## src/rtl/irn_pkg.sv

```systemverilog
// irn_pkg: shared types, numeral tables and the microprogram ROM for the
// integer-to-Roman encoder. No dependencies.
`default_nettype none

package irn_pkg;

	localparam int unsigned ValueW  = 12;
	localparam int unsigned LetterW = 8;
	localparam int unsigned WeightW = 10;
	localparam int unsigned TableLen = 13;
	localparam int unsigned IdxW    = $clog2(TableLen);
	localparam int unsigned PcW     = 3;
	localparam logic [ValueW-1:0] RomanMax = ValueW'(3999);

	// datapath action of one microstep
	typedef enum logic [2:0] {
		ACT_NOP,
		ACT_LOAD,
		ACT_INCK,
		ACT_LEAD,
		ACT_TAIL,
		ACT_ERR
	} act_t;

	// branch condition; taken -> target, else fall through
	typedef enum logic [2:0] {
		CND_ALWAYS,
		CND_BAD,
		CND_GE,
		CND_SINGLE,
		CND_NZERO
	} cond_t;

	typedef struct packed {
		act_t           act;
		cond_t          cond;
		logic [PcW-1:0] target;
	} ucode_t;

	// sequencer -> datapath
	typedef struct packed {
		act_t act;
		logic fire;
	} irn_ctl_t;

	// datapath -> sequencer
	typedef struct packed {
		logic bad;
		logic ge;
		logic single;
		logic nzero;
		logic out_free;
	} irn_sts_t;

	// step addresses
	localparam logic [PcW-1:0] StFetch = 3'd0;
	localparam logic [PcW-1:0] StScan  = 3'd1;
	localparam logic [PcW-1:0] StNext  = 3'd2;
	localparam logic [PcW-1:0] StLead  = 3'd3;
	localparam logic [PcW-1:0] StTail  = 3'd4;
	localparam logic [PcW-1:0] StCheck = 3'd5;
	localparam logic [PcW-1:0] StRet   = 3'd6;
	localparam logic [PcW-1:0] StErr   = 3'd7;

	function automatic ucode_t ucode_rom(input logic [PcW-1:0] pc);
		ucode_t w;
		unique case (pc)
			StFetch: w = '{act: ACT_LOAD, cond: CND_BAD,    target: StErr};
			StScan:  w = '{act: ACT_NOP,  cond: CND_GE,     target: StLead};
			StNext:  w = '{act: ACT_INCK, cond: CND_ALWAYS, target: StScan};
			StLead:  w = '{act: ACT_LEAD, cond: CND_SINGLE, target: StCheck};
			StTail:  w = '{act: ACT_TAIL, cond: CND_ALWAYS, target: StCheck};
			StCheck: w = '{act: ACT_NOP,  cond: CND_NZERO,  target: StScan};
			StRet:   w = '{act: ACT_NOP,  cond: CND_ALWAYS, target: StFetch};
			StErr:   w = '{act: ACT_ERR,  cond: CND_ALWAYS, target: StFetch};
			default: w = '{act: ACT_NOP,  cond: CND_ALWAYS, target: StFetch};
		endcase
		return w;
	endfunction

	function automatic logic [WeightW-1:0] weight(input logic [IdxW-1:0] k);
		logic [WeightW-1:0] w;
		case (k)
			4'd0:    w = 10'd1000;
			4'd1:    w = 10'd900;
			4'd2:    w = 10'd500;
			4'd3:    w = 10'd400;
			4'd4:    w = 10'd100;
			4'd5:    w = 10'd90;
			4'd6:    w = 10'd50;
			4'd7:    w = 10'd40;
			4'd8:    w = 10'd10;
			4'd9:    w = 10'd9;
			4'd10:   w = 10'd5;
			4'd11:   w = 10'd4;
			default: w = 10'd1;
		endcase
		return w;
	endfunction

	function automatic logic [LetterW-1:0] lead_ch(input logic [IdxW-1:0] k);
		logic [LetterW-1:0] c;
		case (k) inside
			4'd0:                    c = "M";
			4'd1, 4'd3, 4'd4:        c = "C";
			4'd2:                    c = "D";
			4'd5, 4'd7, 4'd8:        c = "X";
			4'd6:                    c = "L";
			4'd10:                   c = "V";
			default:                 c = "I";
		endcase
		return c;
	endfunction

	// second letter of a subtractive pair
	function automatic logic [LetterW-1:0] tail_ch(input logic [IdxW-1:0] k);
		logic [LetterW-1:0] c;
		case (k)
			4'd1:    c = "M";
			4'd3:    c = "D";
			4'd5:    c = "C";
			4'd7:    c = "L";
			4'd9:    c = "X";
			default: c = "V";
		endcase
		return c;
	endfunction

	function automatic logic is_pair(input logic [IdxW-1:0] k);
		return (k == 4'd1) || (k == 4'd3) || (k == 4'd5) || (k == 4'd7) ||
			(k == 4'd9) || (k == 4'd11);
	endfunction

endpackage

`default_nettype wire

```

## src/rtl/irn_useq.sv

```systemverilog
// irn_useq: microprogram step counter, ROM fetch and branch logic.
// Depends on irn_pkg.
`default_nettype none

module irn_useq
	import irn_pkg::*;
(
	input  wire logic     clk,
	input  wire logic     arst_n,
	input  wire logic     in_valid,
	input  wire irn_sts_t sts,
	output irn_ctl_t      ctl
);

	logic [PcW-1:0] pc_q;
	ucode_t         uw;
	logic           go;
	logic           taken;

	assign uw = ucode_rom(pc_q);

	// a step holds until its handshake side is free
	always_comb begin
		case (uw.act) inside
			ACT_LOAD:                    go = in_valid;
			ACT_LEAD, ACT_TAIL, ACT_ERR: go = sts.out_free;
			default:                     go = 1'b1;
		endcase
	end

	always_comb begin
		unique case (uw.cond)
			CND_ALWAYS: taken = 1'b1;
			CND_BAD:    taken = sts.bad;
			CND_GE:     taken = sts.ge;
			CND_SINGLE: taken = sts.single;
			CND_NZERO:  taken = sts.nzero;
			default:    taken = 1'b1;
		endcase
	end

	always_ff @(posedge clk or negedge arst_n) begin
		if (!arst_n) begin
			pc_q <= StFetch;
		end else if (go) begin
			pc_q <= taken ? uw.target : pc_q + PcW'(1);
		end
	end

	assign ctl.act  = uw.act;
	assign ctl.fire = go;

endmodule

`default_nettype wire

```

## src/rtl/irn_dpath.sv

```systemverilog
// irn_dpath: remainder and table index registers, compare/subtract, and the
// output beat register. Depends on irn_pkg.
`default_nettype none

module irn_dpath
	import irn_pkg::*;
(
	input  wire logic               clk,
	input  wire logic               arst_n,
	input  wire irn_ctl_t           ctl,
	input  wire logic [ValueW-1:0]  value,
	input  wire logic               out_ready,
	output irn_sts_t                sts,
	output logic                    out_valid,
	output logic [LetterW-1:0]      letter,
	output logic                    last,
	output logic                    bad
);

	logic [ValueW-1:0]  rest_q;
	logic [IdxW-1:0]    k_q;
	logic               out_valid_q;
	logic [LetterW-1:0] letter_q;
	logic               last_q;
	logic               bad_q;

	logic [ValueW-1:0]  w_ext;
	logic [ValueW-1:0]  diff;
	logic               pair;
	logic               emit;

	assign w_ext = {{(ValueW - WeightW){1'b0}}, weight(k_q)};
	assign diff  = rest_q - w_ext;
	assign pair  = is_pair(k_q);
	assign emit  = ctl.fire &&
		(ctl.act == ACT_LEAD || ctl.act == ACT_TAIL || ctl.act == ACT_ERR);

	assign sts.bad      = (value == '0) || (value > RomanMax);
	assign sts.ge       = rest_q >= w_ext;
	assign sts.single   = !pair;
	assign sts.nzero    = rest_q != '0;
	assign sts.out_free = !out_valid_q || out_ready;

	always_ff @(posedge clk) begin
		if (ctl.fire) begin
			case (ctl.act)
				ACT_LOAD: begin
					rest_q <= value;
					k_q    <= '0;
				end
				ACT_INCK: k_q <= k_q + IdxW'(1);
				ACT_LEAD: if (!pair) rest_q <= diff;
				ACT_TAIL: rest_q <= diff;
				default: ;
			endcase
		end
	end

	always_ff @(posedge clk or negedge arst_n) begin
		if (!arst_n) begin
			out_valid_q <= 1'b0;
		end else if (emit) begin
			out_valid_q <= 1'b1;
		end else if (out_ready) begin
			out_valid_q <= 1'b0;
		end
	end

	always_ff @(posedge clk) begin
		if (emit) begin
			case (ctl.act)
				ACT_LEAD: begin
					letter_q <= lead_ch(k_q);
					last_q   <= !pair && (diff == '0);
					bad_q    <= 1'b0;
				end
				ACT_TAIL: begin
					letter_q <= tail_ch(k_q);
					last_q   <= diff == '0;
					bad_q    <= 1'b0;
				end
				default: begin
					letter_q <= '0;
					last_q   <= 1'b1;
					bad_q    <= 1'b1;
				end
			endcase
		end
	end

	assign out_valid = out_valid_q;
	assign letter    = letter_q;
	assign last      = last_q;
	assign bad       = bad_q;

endmodule

`default_nettype wire

```

## src/rtl/integer_to_roman_encoder.sv

```systemverilog
// integer_to_roman_encoder: top level, microcoded Roman numeral encoder.
// Depends on irn_pkg, irn_useq, irn_dpath.
//
//   channel | signals                         | beat
//   --------+---------------------------------+---------------------------------
//   in      | in_valid, in_ready, value[11:0] | one number to convert
//   out     | out_valid, out_ready,           | one ASCII letter; last marks the
//           | letter[7:0], last, bad          | end of a numeral, bad an error
//
// Steps: an eight-step microprogram walks the 13-entry weight table. Per
// number: fetch, return, scan and next per table entry left behind (at most
// 12), scan, emit and check per single letter, and scan, emit, tail and check
// per subtractive pair. An error runs fetch and the error step.
// Reset: arst_n returns the step counter to fetch and empties the output beat.
// Stalls: an emit step waits while the output register holds an untaken beat;
// in_ready is high only in the fetch step, which may overlap a waiting beat.
`default_nettype none

module integer_to_roman_encoder
	import irn_pkg::*;
(
	input  wire logic               clk,
	input  wire logic               arst_n,
	input  wire logic               in_valid,
	output logic                    in_ready,
	input  wire logic [ValueW-1:0]  value,
	output logic                    out_valid,
	input  wire logic               out_ready,
	output logic [LetterW-1:0]      letter,
	output logic                    last,
	output logic                    bad
);

	irn_ctl_t ctl;
	irn_sts_t sts;

	// sequencer: step counter + control ROM
	irn_useq u_useq (
		.clk      (clk),
		.arst_n   (arst_n),
		.in_valid (in_valid),
		.sts      (sts),
		.ctl      (ctl)
	);

	// datapath: remainder, table index, output register
	irn_dpath u_dpath (
		.clk       (clk),
		.arst_n    (arst_n),
		.ctl       (ctl),
		.value     (value),
		.out_ready (out_ready),
		.sts       (sts),
		.out_valid (out_valid),
		.letter    (letter),
		.last      (last),
		.bad       (bad)
	);

	// input is taken only in the fetch step
	assign in_ready = (ctl.act == ACT_LOAD);

endmodule

`default_nettype wire
```

## config.mk

```make
export PLATFORM = sky130hd
export DESIGN_NAME = integer_to_roman_encoder
export DESIGN_NICKNAME = d
export VERILOG_FILES = /design/src/rtl/irn_pkg.sv /design/src/rtl/irn_useq.sv /design/src/rtl/irn_dpath.sv /design/src/rtl/integer_to_roman_encoder.sv
export SDC_FILE = /design/constraint.sdc
export NUM_CORES = 1
export LEC_CHECK = 0
export BUFFER_PORTS_ARGS = -buffer_cell sky130_fd_sc_hd__buf_4
export CAP_MARGIN = 5
export CELL_PAD_IN_SITES_DETAIL_PLACEMENT = 0
export CELL_PAD_IN_SITES_GLOBAL_PLACEMENT = 2
export CORE_MARGIN = 5
export CORE_UTILIZATION = 33
export DETAILED_ROUTE_END_ITERATION = 6
export GPL_TIMING_DRIVEN = 0
export HOLD_SLACK_MARGIN = 0.05
export PLACE_DENSITY = 0.84
export SLEW_MARGIN = 20
export SYNTH_ARGS = -nofsm -noshare
export SYNTH_HDL_FRONTEND = slang
export SYNTH_SLANG_ARGS = --single-unit
export TNS_END_PERCENT = 100
```

## constraint.sdc

```tcl
create_clock -name clk -period 3 [get_ports clk]
set_input_delay 0 -clock clk [delete_from_list [all_inputs] [get_ports clk]]
set_output_delay 0 -clock clk [all_outputs]
set_load 0.03 [all_outputs]
```

==> results of run 1 <==
==> kinds of logic (layout without fill, tap and decap cells) <==
kind of cell,Yosys count,count (layout),synth area share
buffers and inverters,35,83,0.0616
AND/OR/NAND/NOR,101,101,0.191
AO/OA/AOI/OAI,83,83,0.200
multiplexers,4,4,0.0168
other,1,2,0.00144
flip-flops,37,37,0.385
adder cells (fa/ha/maj),21,21,0.104
XOR/XNOR,12,12,0.0404
==> cell usage after synthesis, types with 4 or more instances <==
cell      count  area share
nand2_1      32       0.046
a21oi_1      27       0.052
nor2_1       26       0.038
edfxtp_1     24        0.28
inv_1        23       0.033
ha_1         20       0.096
o21ai_0      18       0.035
nand2b_1     10       0.024
dfxtp_1       9       0.069
xor2_1        8       0.027
nor4_1        6       0.014
o211ai_1      6       0.017
nor3_1        5      0.0096
o22ai_1       5       0.012
a211oi_1      4       0.012
dfrtp_1       4       0.038
xnor2_1       4       0.013
==> layout by cell type (no fill, tap or decap), drive strengths merged, types with 3 or more instances in the layout <==
master / netlist / final
buf: 9 / 34
edfxtp: 24 / 24
dfxtp: 9 / 9
o31ai: 4 / 4
dfrtp: 4 / 4
nor3: 5 / 5
nor4: 6 / 6
and3: 3 / 3
a211oi: 4 / 4
a21oi: 28 / 28
nand4: 3 / 3
clkbuf: 3 / 11
xor2: 8 / 8
mux2: 3 / 3
ha: 20 / 20
o22ai: 5 / 5
inv: 23 / 23
xnor2: 4 / 4
dlygate4sd3: 0 / 15
nand2b: 10 / 10
o21ai: 19 / 19
nor2: 26 / 26
o211ai: 6 / 6
nor2b: 3 / 3
nand2: 32 / 32
==> layout make-up <==
class,instances,share of cell area
clock buffers,8,0.0283
plain buffers,12,0.0232
inverters,23,0.0271
well taps,102,0.0401
flip-flops and latches,37,0.315
multi-input cells,223,0.460
repair buffers,40,0.106
==> per-stage QoR <==
step	worst slack, ps	utilization
2_1_floorplan	146	-
3_3_place_gp	-96.3	0.380
3_5_place_dp	-158	0.380
4_1_cts	40.6	0.412
5_1_grt	40.9	0.414
6_report	189	0.414
==> registers in the layout (all words and copies together), names as in the netlist <==
name,count
u_dpath.bad,1
u_dpath.out_valid,1
u_dpath.rest_q,12
u_useq.pc_q,3
u_dpath.k_q,4
u_dpath.letter,6
u_dpath.w_ext,9
u_dpath.last,1
==> worst register-to-register path: cells and delay by family (launching register included) <==
family / cells / cell delay [ps]
adder cells (fa/ha/maj): 1 / 260
buffers and inverters: 3 / 490
AND/OR/NAND/NOR: 5 / 1060
AO/OA/AOI/OAI: 2 / 380
flip-flops: 1 / 450
==> worst max-delay path by stage <==
| stage | cells after the start | to | slack (ps) |
|---|---|---|---|
| 2_1_floorplan | 10 | u_dpath.rest_q[0] | 150 |
| 5_1_grt | 11 | u_dpath.last | 40 |
| 6_report | 11 | u_dpath.last | 190 |
| 4_1_cts | 11 | u_dpath.w_ext[2] | 40 |
| 3_3_place_gp | 8 | u_dpath.rest_q[6] | -100 |
| 3_5_place_dp | 8 | u_dpath.rest_q[8] | -160 |
==> metal layers <==
metal | vias to the layer above | global-route usage
li1 | 1154 | -
met1 | 1068 | 0.204
met2 | 53 | 0.224
met3 | 11 | 0.0241
met4 | 0 | 0.0462
met5 | - | 0
==> timing repair <==
action / in CTS / in global routing
endpoints found under the setup margin: 12 / 13
hold buffers: 15 / 0
gates resized for setup: 1 / 7
endpoints found under the hold margin: 17 / 0
==> flow_metrics.env, run 1 <==
export IMPL_slew_viol_final=0
export IMPL_gp_congestion=0.796
export IMPL_critPathMaxStageDelay_ps=450
export IMPL_ff2ff_setup_slack_ps=190
export IMPL_yosysUniqueCellTypes=55
export IMPL_synth_edf_count=24
export IMPL_top_layer="met4"
export IMPL_grt_pass1_vias=2304
export IMPL_place_area_um2=2920
export IMPL_portBuffers=25
export IMPL_grt_max_degree=13
export IMPL_final_cells=445
export IMPL_whs_endpoint="u_dpath.w_ext[0]"
export IMPL_cp_startpoint="u_useq.pc_q[0]"
export IMPL_critPathLaunchType="flip-flop"
export IMPL_syn_avg_cell_area_um2=8.85
export IMPL_slowest_stage="dfrtp_2"
export IMPL_htreeDepth=2
export IMPL_clock_latency_ps=290
export IMPL_endpoint_kind="flip-flop"
export IMPL_fin_nets=379
export IMPL_tns_ps=0
export IMPL_drtPass1Iterations=4
export IMPL_wl_per_cell_um=15.1
export IMPL_wl_met3_um=289
export IMPL_worst_path_buf_inv=3
export IMPL_crit_reg2reg_launch="u_useq.pc_q[0]"
export IMPL_r2r_end="u_dpath.last"
export IMPL_nFillCells=796
export IMPL_core_area_um2=7690
export IMPL_max_cap_viol_count=0
export IMPL_yosys_warnings=0
export IMPL_async_reset_ff_frac=0.108
export IMPL_placementRows=32
export IMPL_stdcell_area_um2=3180
export IMPL_worst_pin_slew_ps=719
export IMPL_path_cells="inv_1 -> ha_1 -> buf_4 -> or3b_1 -> buf_6 -> or2_4 -> a21oi_2 -> nand2_1 -> and4b_1 -> nand4b_1 -> o31ai_2"
export IMPL_drtIter0Drc=166
export IMPL_ff_latch_area_um2=1000
export IMPL_hold_viol_final=0
export IMPL_fin_hold_ws_ps=101
export IMPL_dp_hpwl_um=5050
export IMPL_io_pins=28
export IMPL_finalSetupViolCount=0
export IMPL_synth_area_um2=2600
export IMPL_min_path_cells=4
export IMPL_grt_usage=0.144
export IMPL_min_period_ps=2810
export IMPL_antenna_left=0
export IMPL_n_antenna_cell=0
export IMPL_cts_setup_buffers=0
export IMPL_antenna_found_initial=0
export IMPL_die_h_um=98.8
export IMPL_cp_max_fo=9
export IMPL_fp_dieArea_um2=9760
export IMPL_tritoncts="yes"
export IMPL_placed_cells=422
export IMPL_critPathKind="reg2reg"
export IMPL_syn_inst=294
export IMPL_hp_start="in_valid"
export IMPL_hold_path_class="in2reg"
export IMPL_cp_arrival_ps=2920
export IMPL_drt_total_wl_um=6720
export IMPL_drc=0
export IMPL_cts_buffers=5
export IMPL_synth_seq_cells=37
export IMPL_relSlewSlack=0.517
export IMPL_overflow=0
export IMPL_fp_dieW_um=98.8
export IMPL_clock_sinks=37
export IMPL_drive_above_1_share=0.157
export IMPL_initial_utilization=0.338
export IMPL_grt_pass1_wl_um=11400
export IMPL_m1WireLength_um=3240
export IMPL_crit_family="simple AND/OR/NAND/NOR gates"
export IMPL_area_growth_pct=22.4
export IMPL_ys_flop_type="edfxtp_1"
export IMPL_rsz0062_at_grt="no"
export IMPL_seq_area_frac_synth=0.385
export IMPL_vias=2286
export IMPL_fmax_mhz=356
export IMPL_worstPathRequired_ps=3110
export IMPL_multi_input_area_um2=1470
export IMPL_finalCritPeriodShare=0.937
export IMPL_clk_path_buf_depth=2
export IMPL_cts_root_buf="clkbuf_8"
export IMPL_fin_skew_ps=10.3
export IMPL_reg2regPathDepth=11
export IMPL_via_per_inst=5.14
export IMPL_clkTransAtPathRegs_ps=70
export IMPL_met2_length_um=3040
export IMPL_outcome="finished clean"
Power of run 1 is not shown: default switching activity piles up to over one toggle a cycle in this logic, so the estimate is an artifact.
==> inputs of run 2 (changes only) <==
--- a/config.mk
+++ b/config.mk
@@ -10,13 +10,15 @@
 export CELL_PAD_IN_SITES_DETAIL_PLACEMENT = 0
 export CELL_PAD_IN_SITES_GLOBAL_PLACEMENT = 2
 export CORE_MARGIN = 5
-export CORE_UTILIZATION = 33
+export CORE_UTILIZATION = 40
 export DETAILED_ROUTE_END_ITERATION = 6
+export GPL_ROUTABILITY_DRIVEN = 0
 export GPL_TIMING_DRIVEN = 0
 export HOLD_SLACK_MARGIN = 0.05
-export PLACE_DENSITY = 0.84
+export PLACE_DENSITY = 0.94
 export SLEW_MARGIN = 20
 export SYNTH_ARGS = -nofsm -noshare
 export SYNTH_HDL_FRONTEND = slang
+export SYNTH_HIERARCHICAL = 1
 export SYNTH_SLANG_ARGS = --single-unit
 export TNS_END_PERCENT = 100
==> constraint.sdc (replaced) <==
create_clock -name clk -period 3.5 [get_ports clk]
set_input_delay 0 -clock clk [delete_from_list [all_inputs] [get_ports clk]]
set_output_delay 0 -clock clk [all_outputs]
set_load 0.03 [all_outputs]
==> run 2 against run 1 <==
  * Utilization is 7.7 points higher
  * Hold slack worse by 21 ps
  * Cell count is 3.8% higher
  * Fmax is 14% lower
  * Clock skew is 5.2 ps lower
  * Cell area is 5.4% higher
  * Critical path depth is 2 higher
==> flow_metrics.env, run 2 <==
export IMPL_fp_dieW_um=93.9
export IMPL_worst_pin_slew_ps=862
export IMPL_worstPathRequired_ps=3680
export IMPL_slew_viol_final=0
export IMPL_cts_buffers=5
export IMPL_critPathLaunchType="flip-flop"
export IMPL_grt_pass1_wl_um=11400
export IMPL_die_h_um=93.9
export IMPL_grt_usage=0.162
export IMPL_min_period_ps=3280
export IMPL_fin_skew_ps=5.12
export IMPL_synth_edf_count=24
export IMPL_clock_latency_ps=290
export IMPL_drc=0
export IMPL_io_pins=28
export IMPL_via_per_inst=5.22
export IMPL_core_area_um2=6830
export IMPL_tritoncts="yes"
export IMPL_nFillCells=683
export IMPL_final_common_cell="nor2_1"
export IMPL_synthTopCellsByArea="edfxtp_1 (26%), ha_1 (8.4%), dfxtp_1 (6.4%)"
export IMPL_grt_pass1_vias=2357
export IMPL_largest_reg_flops=12
export IMPL_clkTransAtPathRegs_ps=80
export IMPL_fin_nets=401
export IMPL_critPathKind="reg2reg"
export IMPL_cp_arrival_ps=3460
export IMPL_fin_hold_ws_ps=79.7
export IMPL_initial_utilization=0.412
export IMPL_outcome="finished clean"
export IMPL_multi_input_area_um2=1640
export IMPL_syn_inst=318
export IMPL_synth_common_cells="nor2_1 (32), inv_1 (27), a21oi_1 (25)"
export IMPL_cts_root_buf="clkbuf_8"
export IMPL_synth_top_cell_area_share=0.256
export IMPL_synth_seq_cells=37
export IMPL_synth_most_common_cell="nor2_1"
export IMPL_top_register="u_dpath/rest_q"
export IMPL_layout_common_cells="nor2_1 (32), buf_4 (28), inv_1 (27), a21oi_1 (25), edfxtp_1 (24)"
export IMPL_yosys_area_top_type="edfxtp_1"
export IMPL_wl_per_cell_um=15.0
export IMPL_syn_avg_cell_area_um2=8.86
export IMPL_rsz0062_at_grt="no"
export IMPL_drtIter0Drc=109
export IMPL_endpoint_kind="flip-flop"
export IMPL_finalSetupViolCount=0
export IMPL_synth_area_um2=2820
export IMPL_cts_setup_buffers=0
export IMPL_n_antenna_cell=0
export IMPL_ys_flop_type="edfxtp_1"
export IMPL_vias=2411
export IMPL_overflow=0
export IMPL_antenna_left=0
export IMPL_drtPass1Iterations=4
export IMPL_clk_path_buf_depth=2
export IMPL_clock_sinks=37
export IMPL_htreeDepth=2
export IMPL_fmax_mhz=305
export IMPL_cp_max_fo=8
export IMPL_hold_path_class="in2reg"
export IMPL_fp_dieArea_um2=8820
export IMPL_yosys_warnings=6
export IMPL_max_cap_viol_count=0
export IMPL_antenna_found_initial=0
export IMPL_grt_max_degree=13
export IMPL_seq_area_frac_synth=0.355
export IMPL_area_growth_pct=19.1
export IMPL_async_reset_ff_frac=0.108
export IMPL_placementRows=30
export IMPL_portBuffers=25
export IMPL_yosysUniqueCellTypes=69
export IMPL_hold_viol_final=0
export IMPL_finalCritPeriodShare=0.936
export IMPL_drt_total_wl_um=6920
export IMPL_dp_hpwl_um=5370
export IMPL_drive_above_1_share=0.175
export IMPL_ff_latch_area_um2=1000
export IMPL_relSlewSlack=0.424
-- run 2: cell type report --
type	count	share of cell area
sequential	37	0.299
tap	96	0.0358
timing repair buffer	39	0.0977
multi-input combinational	242	0.489
buffer	12	0.0224
clock buffer	6	0.0216
inverter	28	0.0313
clock inverter	2	0.00298
-- run 2: path summary, 6_finish.rpt --
path | slack (ps) | depth (start not counted) | to | startpoint
max | 220 | 13 | u_dpath/w_ext[2] | u_useq/pc_q[1]
min reg2reg | 550 | 2 | u_dpath/out_valid | u_dpath/out_valid
max reg2reg | 220 | 13 | u_dpath/w_ext[2] | u_useq/pc_q[1]
min in group asynchronous | 620 | 3 | u_dpath/out_valid | arst_n
max in group asynchronous | 2710 | 3 | u_useq/pc_q[0] | arst_n
min | 80 | 3 | u_dpath/rest_q[10] | value[10]
-- run 2: worst max-delay path, stage by stage, from the launching register on --
cell      delay (ps)
dfrtp_2          440
inv_1            110
ha_1             380
or4_1            540
o31a_2           140
and2_4           160
buf_6            120
buf_4            150
nand3b_2         130
a22o_1           240
inv_1            120
ha_1             330
mux2i_1          200
o22ai_2          100
-- run 2: cell families (layout without fill, tap and decap cells) --
| family | after synthesis | count (layout) | share of synthesized area |
|---|---|---|---|
| adders and majority gates | 20 | 20 | 0.0915 |
| and+or+nand+nor | 116 | 116 | 0.215 |
| muxes | 5 | 5 | 0.0191 |
| xor gates and xnor gates | 10 | 10 | 0.0311 |
| AOI/OAI and AO/OA | 89 | 89 | 0.223 |
| buffers and inverters | 40 | 87 | 0.0640 |
| DFF | 37 | 37 | 0.355 |
| other | 1 | 2 | 0.00133 |
-- run 2: stage by stage --
step | worst slack, ps | setup TNS [ps] | utilization | instance area (µm²) | instances
floorplan | 540 | 0 | - | 2820 | 319
global placement | -44.6 | -356 | 0.458 | 3130 | 440
detailed placement | 183 | 0 | 0.458 | 3130 | 440
CTS | 146 | 0 | 0.490 | 3350 | 462
global route | 49.9 | 0 | 0.491 | 3360 | 462
finish | 223 | 0 | 0.491 | 3360 | 462
-- run 2: per-layer routing --
metal | track usage | up-vias | share of wire
li1 | - | 1242 | -
met1 | 0.219 | 1117 | 0.48
met2 | 0.266 | 48 | 0.48
met3 | 0.0256 | 4 | 0.034
met4 | 0.0457 | 0 | 0.0061
met5 | 0 | - | 0
-- run 2: what timing repair did --
action	4_1_cts	5_1_grt
setup endpoints to repair	0	16
hold buffers	14	0
resized for setup	0	3
hold endpoints to repair	16	0
Power of run 2 is left out for the same reason.
==> inputs of run 3 (changes only) <==
--- a/config.mk
+++ b/config.mk
@@ -11,6 +11,7 @@
 export CELL_PAD_IN_SITES_GLOBAL_PLACEMENT = 2
 export CORE_MARGIN = 5
 export CORE_UTILIZATION = 40
+export CTS_BUF_LIST = sky130_fd_sc_hd__clkbuf_16
 export DETAILED_ROUTE_END_ITERATION = 6
 export GPL_ROUTABILITY_DRIVEN = 0
 export GPL_TIMING_DRIVEN = 0
==> run 3 against run 2 <==
  * Die area did not move
  * Worst setup slack got worse by 23 ps
  * Wire length grew 1.0%
  * Utilization rose by 0.53 points
  * Sequential cell count stayed put
  * First-iteration DRC count is 1.8% lower
  * Critical path depth is the same
  * Cell area grew 1.1%
  * Global-route usage is essentially flat
  * Fmax fell by 0.70%
  * Non-clock buffer count shrank 2
  * Sequential share of layout area shrank 0.32 points
==> flow_metrics.env, run 3 (synthesis gave the netlist of run 2 again) <==
export IMPL_outcome="finished clean"
export IMPL_grt_max_degree=13
export IMPL_cp_arrival_ps=3460
export IMPL_top_register="u_dpath/rest_q"
export IMPL_cp_max_fo=8
export IMPL_overflow=0
export IMPL_utilization=0.497
export IMPL_fp_dieW_um=93.9
export IMPL_critPathLaunchType="flip-flop"
export IMPL_crit_path_end="u_dpath/w_ext[2]"
export IMPL_n_antenna_cell=0
export IMPL_min_period_ps=3300
export IMPL_vias=2419
export IMPL_fmax_mhz=303
export IMPL_drive_above_1_share=0.176
export IMPL_max_cap_viol_count=0
export IMPL_final_common_cell="nor2_1"
export IMPL_cp_startpoint="u_useq/pc_q[1]"
export IMPL_area_growth_pct=20.4
export IMPL_cts_setup_buffers=0
export IMPL_grt_pass1_vias=2353
export IMPL_reg2regPathDepth=13
export IMPL_via_per_inst=5.26
export IMPL_hold_viol_final=0
export IMPL_placementRows=30
export IMPL_finalCritPeriodShare=0.943
export IMPL_crit_reg2reg_launch="u_useq/pc_q[1]"
export IMPL_cts_buffers=5
export IMPL_multi_input_area_um2=1640
export IMPL_layout_common_cells="nor2_1 (32), inv_1 (28), buf_4 (28), a21oi_1 (25), edfxtp_1 (24)"
export IMPL_largest_reg_flops=12
export IMPL_io_pins=28
export IMPL_cts_root_buf="clkbuf_16"
export IMPL_tritoncts="yes"
export IMPL_wl_per_cell_um=15.2
export IMPL_rsz0062_at_grt="no"
export IMPL_drc=0
export IMPL_initial_utilization=0.412
export IMPL_antenna_found_initial=0
export IMPL_r2r_end="u_dpath/w_ext[2]"
export IMPL_drtPass1Iterations=4
export IMPL_fin_skew_ps=2.04
export IMPL_fp_dieArea_um2=8820
export IMPL_grt_usage=0.162
export IMPL_htreeDepth=2
export IMPL_drtIter0Drc=107
export IMPL_relSlewSlack=0.410
export IMPL_clk_path_buf_depth=2
export IMPL_core_area_um2=6830
export IMPL_stdcell_area_um2=3390
export IMPL_portBuffers=25
export IMPL_final_cells=460
export IMPL_placed_cells=440
export IMPL_ff2ff_setup_slack_ps=200
export IMPL_finalSetupViolCount=0
export IMPL_fin_hold_ws_ps=49.8
export IMPL_slew_viol_final=0
export IMPL_clkTransAtPathRegs_ps=60
export IMPL_nFillCells=664
export IMPL_antenna_left=0
export IMPL_ff_latch_area_um2=1000
export IMPL_clock_latency_ps=280
export IMPL_grt_pass1_wl_um=11400
export IMPL_clock_sinks=37
export IMPL_drt_total_wl_um=6990
export IMPL_hold_path_class="in2reg"
export IMPL_dp_hpwl_um=5370
export IMPL_worstPathRequired_ps=3660
export IMPL_place_area_um2=3130
export IMPL_endpoint_kind="flip-flop"
export IMPL_fin_nets=399
export IMPL_die_h_um=93.9
export IMPL_worst_pin_slew_ps=883
export IMPL_critPathKind="reg2reg"
## run 3: cell count changes in the layout (fill, tap and decap cells not counted)
cell,change
clkbuf_16,+5
clkbuf_8,-5
clkbuf_1,-1
dlygate4sd3_1,-2
inv_1,+1
## run 3: routing by layer
metal,part of all wire,vias to the layer above,track usage,wire [µm]
met5,0,-,0,0
met4,0.012,0,0.0566,86
met3,0.034,6,0.0264,241
met2,0.48,45,0.263,3330
met1,0.48,1129,0.218,3330
li1,-,1239,-,-
## run 3: through the flow
step	TNS (ps)	setup slack (ps)
after floorplan	0	540
after global placement	-356	-44.6
after detailed placement	0	183
after CTS	0	150
after global routing	0	56.5
final	0	200
## run 3: what timing repair did
| item | 4_1_cts | 5_1_grt |
|---|---|---|
| hold buffers | 11 | 1 |
| endpoints found under the setup margin | 0 | 12 |
| hold endpoints to repair | 13 | 1 |
| gates resized for setup | 0 | 3 |
## run 3: worst min-delay path by stage
| stage | from | end | slack, ps | cells past startpoint |
|---|---|---|---|---|
| floorplan | arst_n | u_dpath/out_valid | -300 | 0 |
| detailed placement | arst_n | u_dpath/out_valid | -200 | 1 |
| global placement | arst_n | u_useq/pc_q[2] | -200 | 1 |
| global route | value[0] | u_dpath/rest_q[0] | 80 | 3 |
| finish | value[0] | u_dpath/rest_q[0] | 50 | 3 |
| CTS | value[2] | u_dpath/rest_q[2] | 50 | 3 |
## run 3: layout make-up
class	count	share of cell area
Tap cell	96	0.0354
Multi-Input combinational cell	242	0.484
Sequential cell	37	0.296
Inverter	28	0.0310
Timing Repair Buffer	37	0.0907
Clock inverter	3	0.00406
Buffer	12	0.0221
Clock buffer	5	0.0369
## run 3: critical path: stages, from the launching register on
cell and delay (ps):
dfrtp_2 430, inv_1 110, ha_1 380, or4_1 540, o31a_2 150, and2_4 170
buf_6 120, buf_4 150, nand3b_2 130, a22o_1 240, inv_1 120, ha_1 340
mux2i_1 210, o22ai_2 100
Power of run 3 is left out for the same reason.
